==> src/design/sem_pkg.sv <==
// ----------------------------------------------------------------------------
// sem_pkg: shared types and constants of the Sobel edge magnitude block
// Command and status bundles between controller and datapath, register codes.
// ----------------------------------------------------------------------------
package sem_pkg;

	localparam int unsigned PIX_W     = 8;
	localparam int unsigned CFG_IDX_W = 2;
	localparam int unsigned CFG_DAT_W = 13;
	localparam int unsigned IMG_W_W   = 12;
	localparam int unsigned IMG_H_W   = 13;

	localparam logic [CFG_IDX_W-1:0] CFG_IMAGE_WIDTH  = 2'd0;
	localparam logic [CFG_IDX_W-1:0] CFG_IMAGE_HEIGHT = 2'd1;

	localparam logic [IMG_W_W-1:0] WIDTH_RESET  = 12'd640;
	localparam logic [IMG_H_W-1:0] HEIGHT_RESET = 13'd480;

	localparam logic CMD_PIXEL = 1'b0;
	localparam logic CMD_FLUSH = 1'b1;

	// Commands from the controller to the datapath.
	typedef struct packed {
		logic accept;
		logic shift;
		logic grad;
		logic square;
		logic sum;
		logic root_step;
		logic load_out;
		logic cfg_we;
	} cmd_t;

	// Status from the datapath to the controller.
	typedef struct packed {
		logic emit;
		logic root_last;
		logic out_free;
	} status_t;

endpackage

==> src/design/sem_ctrl.sv <==
// ----------------------------------------------------------------------------
// sem_ctrl: controller of the Sobel edge magnitude block
// Sequences accept, window update, gradient, squaring, root search and output.
// ----------------------------------------------------------------------------
module sem_ctrl (
	input  logic              clk,
	input  logic              arst_n,
	input  logic              in_valid,
	input  logic              cfg_valid,
	input  sem_pkg::status_t  status,
	output sem_pkg::cmd_t     cmd,
	output logic              in_stall,
	output logic              cfg_ready
);

	typedef enum logic [6:0] {
		ST_IDLE  = 7'b0000001,
		ST_SHIFT = 7'b0000010,
		ST_GRAD  = 7'b0000100,
		ST_SQR   = 7'b0001000,
		ST_SUM   = 7'b0010000,
		ST_ROOT  = 7'b0100000,
		ST_DONE  = 7'b1000000
	} state_t;

	state_t state_q, state_d;

	always_ff @(posedge clk or negedge arst_n) begin
		if (!arst_n) begin
			state_q <= ST_IDLE;
		end else begin
			state_q <= state_d;
		end
	end

	assign in_stall  = (state_q != ST_IDLE);
	assign cfg_ready = (state_q == ST_IDLE);

	always_comb begin
		state_d = state_q;
		cmd     = '0;
		case (state_q)
			ST_IDLE: begin
				cmd.cfg_we = cfg_valid;
				if (in_valid) begin
					cmd.accept = 1'b1;
					state_d    = ST_SHIFT;
				end
			end
			ST_SHIFT: begin
				cmd.shift = 1'b1;
				state_d   = status.emit ? ST_GRAD : ST_IDLE;
			end
			ST_GRAD: begin
				cmd.grad = 1'b1;
				state_d  = ST_SQR;
			end
			ST_SQR: begin
				cmd.square = 1'b1;
				state_d    = ST_SUM;
			end
			ST_SUM: begin
				cmd.sum = 1'b1;
				state_d = ST_ROOT;
			end
			ST_ROOT: begin
				cmd.root_step = 1'b1;
				if (status.root_last) begin
					state_d = ST_DONE;
				end
			end
			ST_DONE: begin
				if (status.out_free) begin
					cmd.load_out = 1'b1;
					state_d      = ST_IDLE;
				end
			end
			default: begin
				state_d = ST_IDLE;
			end
		endcase
	end

endmodule

==> config.mk <==
export PLATFORM = sky130hd
export DESIGN_NAME = sem_ctrl
export DESIGN_NICKNAME = d
export VERILOG_FILES = /design/src/design/sem_pkg.sv /design/src/design/sem_ctrl.sv
export SDC_FILE = /design/constraint.sdc
export NUM_CORES = 1
export LEC_CHECK = 0
export BUFFER_PORTS_ARGS = -buffer_cell sky130_fd_sc_hd__buf_2
export CORE_AREA = 2 2 39 41
export DETAILED_ROUTE_END_ITERATION = 16
export DIE_AREA = 0 0 41 43
export SETUP_SLACK_MARGIN = 0.1
export SYNTH_ARGS = -nofsm -noshare
export SYNTH_HDL_FRONTEND = slang
export SYNTH_SLANG_ARGS = --single-unit
==> constraint.sdc <==
create_clock -name clk -period 2.63 [get_ports clk]
set_input_delay 0.526 -clock clk [delete_from_list [all_inputs] [get_ports clk]]
set_output_delay 0.526 -clock clk [all_outputs]
set_load 0.005 [all_outputs]
After elaboration in Yosys (flattened, before gate mapping)

Cells that the tools add are included.

Bits in registers: 7
Logic and storage cells: 28

Equal/unequal tests: 11
Muxes and demuxes: 15
Reductions and logical operators: 1

Operator list:

| operator                                                                 | count |
|---|---|
| 7-bit case mux with 7 select lines                                       | 1 |
| 7-bit 2-to-1 mux                                                         | 3 |
| 1-bit 2-to-1 mux                                                         | 10 |
| 7-bit by 1-bit equality test with 1-bit output (second input constant)   | 1 |
| 7-bit by 2-bit equality test with 1-bit output (second input constant)   | 1 |
| 7-bit by 3-bit equality test with 1-bit output (second input constant)   | 1 |
| 7-bit by 4-bit equality test with 1-bit output (second input constant)   | 1 |
| 7-bit by 5-bit equality test with 1-bit output (second input constant)   | 1 |
| 7-bit by 6-bit equality test with 1-bit output (second input constant)   | 1 |
| 7-bit equality test (second input constant)                              | 1 |
| 7-bit by 1-bit inequality test with 1-bit output (second input constant) | 1 |
| 2-bit inequality test (second input constant)                            | 3 |
| 3-bit 2-to-1 mux                                                         | 1 |
| 3-bit AND reduction                                                      | 1 |

Longest topological paths before layout

Depth after elaboration: 3
Mapped depth: 5
Gate-level depth less buffers: 4

Worst setup path before layout

Ideal clock, no wire load.

Kind: flip-flop to output port
From: reg state_q[2]
To: out cmd[1] (netlist name)
Arrival time: 1.351 ns
Setup slack: 0.753 ns
Cell stages (with the launch flop): 5
Cell sequence: dfrtp_1 buf_6 or4_4 or2_1 nor2_1

RTL lines:

| element                | RTL line       | RTL |
|---|---|---|
| from (decl)            | sem_ctrl.sv:26 | `state_t state_q, state_d;` |
| from (signal assigned) | sem_ctrl.sv:32 | `state_q <= state_d;` |
| to (decl)              | sem_ctrl.sv:11 | `output sem_pkg::cmd_t cmd,` |

==> flow_summary.ini <==
[pwr]
ir_worst_vdd_mv = 0.368
fin_total_pwr_mw = 0.422
power_leakage_nw = 0.282
power.density_mw_per_mm2 = 781

[grt]
grt_first_pass_wirelength_um = 1480
grt-ovfl-total = 0
grt_max_degree = 9
grt_antenna_before_repair = 0
grt_pass1_vias = 371
grt_usage = 0.129

[sta]
hold_violations = 0
setup_viol = 0
finClkSkew_ps = 8.27
maxSlewViolCount = 0
slew_headroom = 0.586
period_share = 0.863
tns_ps = 0
hold_ws_ps = 95.7
rsz0062_at_grt = false
worst_pin_slew_ps = 615
layout_setup_ws_ps = 360
period_minus_slack_ps = 2270
fmax_mhz = 441

[routing]
vias = 394
ant_nets = 0
dr.pass1.iters = 3
wl_um = 956
drc = 0
drt_iter0_drc = 7
wl_per_cell_um = 11.8
viasPerCell = 4.86

[finish]
nets = 73
utilization = 0.391
largest_reg_flops = 7
largest_registers = state_q x7
top_register = state_q
syn2layout_area_growth_pct = 25.2
diodes = 0
drive_above_1_share = 0.354

[yosys]
synth_cell_type_count = 25
synthFlopType = dfrtp_1
netlist_instances = 47
ys_top_cells_by_area = dfrtp_1, nor3b_1, dfstp_2
yosys_warnings = 0
synth_edf_count = 0
syn-cell-area_um2 = 432
ys_seq_area_frac = 0.409
synth_top_area_cell = dfrtp_1
synth-async-reset-ratio = 1.00
synth_top_area_share = 0.348
syn_nets = 54
synth_common_cells = dfrtp_1, nor2_1, nor3b_1, and3_1
synth.avg_cell_area_um2 = 9.18
yosys_register_bits = 7

[clock_tree]
cts-root-buf = clkbuf_4
cts_tree = yes
cts_htree_levels = 1
clk_pin_slew_ps = 60
cts_buffer_depth = 2
ctsResizeCount = 0
clock_latency_ps = 250
cts_sinks = 7
postCtsSetupBuffers = 0
ctsHoldBuffers = 0
numCtsBuffers = 3

[die]
row_count = 14
start_util = 0.312
die_x_um = 41
die_h_um = 43
core_area_mm2 = 0.00138
dieArea_mm2 = 0.00176
design.portCount = 17

[setup_path]
worstSetupPathType = flip-flop to primary output
max_stage_delay_ps = 590
cp.arrival_ps = 1740
critPathTopFamily = simple AND/OR/NAND/NOR gates
cpMaxStageDelayCell = nor4_1
crit_path_end_kind = primary output
critPathMaxFanout = 8
crit_chain = nor4_1 -> nand2_1 -> nor2_1 -> buf_2
start_kind = flip-flop
path_buf_inv = 1
worstPathRequired_ps = 2100

[status]
outcome = complete, no violations

[min_path]
min_path_type = input port to async pin

[placement]
place_congestion = 0.719
place_hpwl_um = 752
place_ws_ps = 619
io_buffer_count = 16

[flow_run]
maxCapViolCount = 0
## path summary, 6_finish.rpt
check / endpoint / depth (start not counted) / start / slack, ps
max: cmd[7] / 4 / state_q[3] / 360
min: state_q[3] / 1 / arst_n / 100
max reg2reg: state_q[0] / 3 / state_q[3] / 1050
min reg2reg: state_q[3] / 1 / state_q[3] / 580
max in group asynchronous: state_q[0] / 1 / arst_n / 2310
min in group clk: state_q[1] / 3 / in_valid / 530
## final cells by class
class | instances | area [µm²]
Clock buffer | 3 | 22.5
Clock inverter | 1 | 5.00
Fill cell | 148 | 843
Inverter | 3 | 11.3
Multi-Input combinational cell | 35 | 225
Sequential cell | 7 | 176
Tap cell | 16 | 20.0
Timing Repair Buffer | 16 | 80.1
## report_power, final
group | internal [mW] | switching (mW) | total (mW)
clock network | 0.0555 | 0.0396 | 0.0950
logic | 0.0815 | 0.0850 | 0.167
registers | 0.130 | 0.0303 | 0.161
## cells in the final DEF, fill, tap and decap left out, drive strengths merged
cell	n
a211o	1
a21oi	1
a32o	1
and2	1
and3	3
buf	16
clkbuf	3
clkinv	1
dfrtp	6
dfstp	1
inv	3
nand2	2
nand2b	1
nand3b	2
nor2	6
nor3	1
nor3b	5
nor4	2
nor4bb	1
o2111ai	1
o21ai	2
or2	2
or3b	1
or4	1
xor2	1
## layer usage
layer / track usage / vias to the layer above / wire (µm)
met3: 0.0366 / 0 / 59
li1: - / 203 / -
met2: 0.178 / 14 / 431
met1: 0.158 / 177 / 465
met4: 0.100 / 0 / 0
met5: 0 / - / 0
## cells by family (layout without fill, tap and decap cells)
| group | Yosys count | in the layout | share of synthesized area |
|---|---|---|---|
| DFF | 7 | 7 | 0.409 |
| buffers and inverters | 5 | 23 | 0.0696 |
| and+or+nand+nor | 28 | 28 | 0.403 |
| AOI/OAI and AO/OA | 6 | 6 | 0.0985 |
| xor gates and xnor gates | 1 | 1 | 0.0203 |
## per-stage QoR
| stage | instance area, µm² | std cells |
|---|---|---|
| 6_report | 541 | 81 |
| 5_1_grt | 541 | 81 |
| 4_1_cts | 541 | 81 |
| 3_5_place_dp | 513 | 77 |
| 3_3_place_gp | 513 | 77 |
| 2_1_floorplan | 432 | 47 |
(Power assumes the default switching activity.)
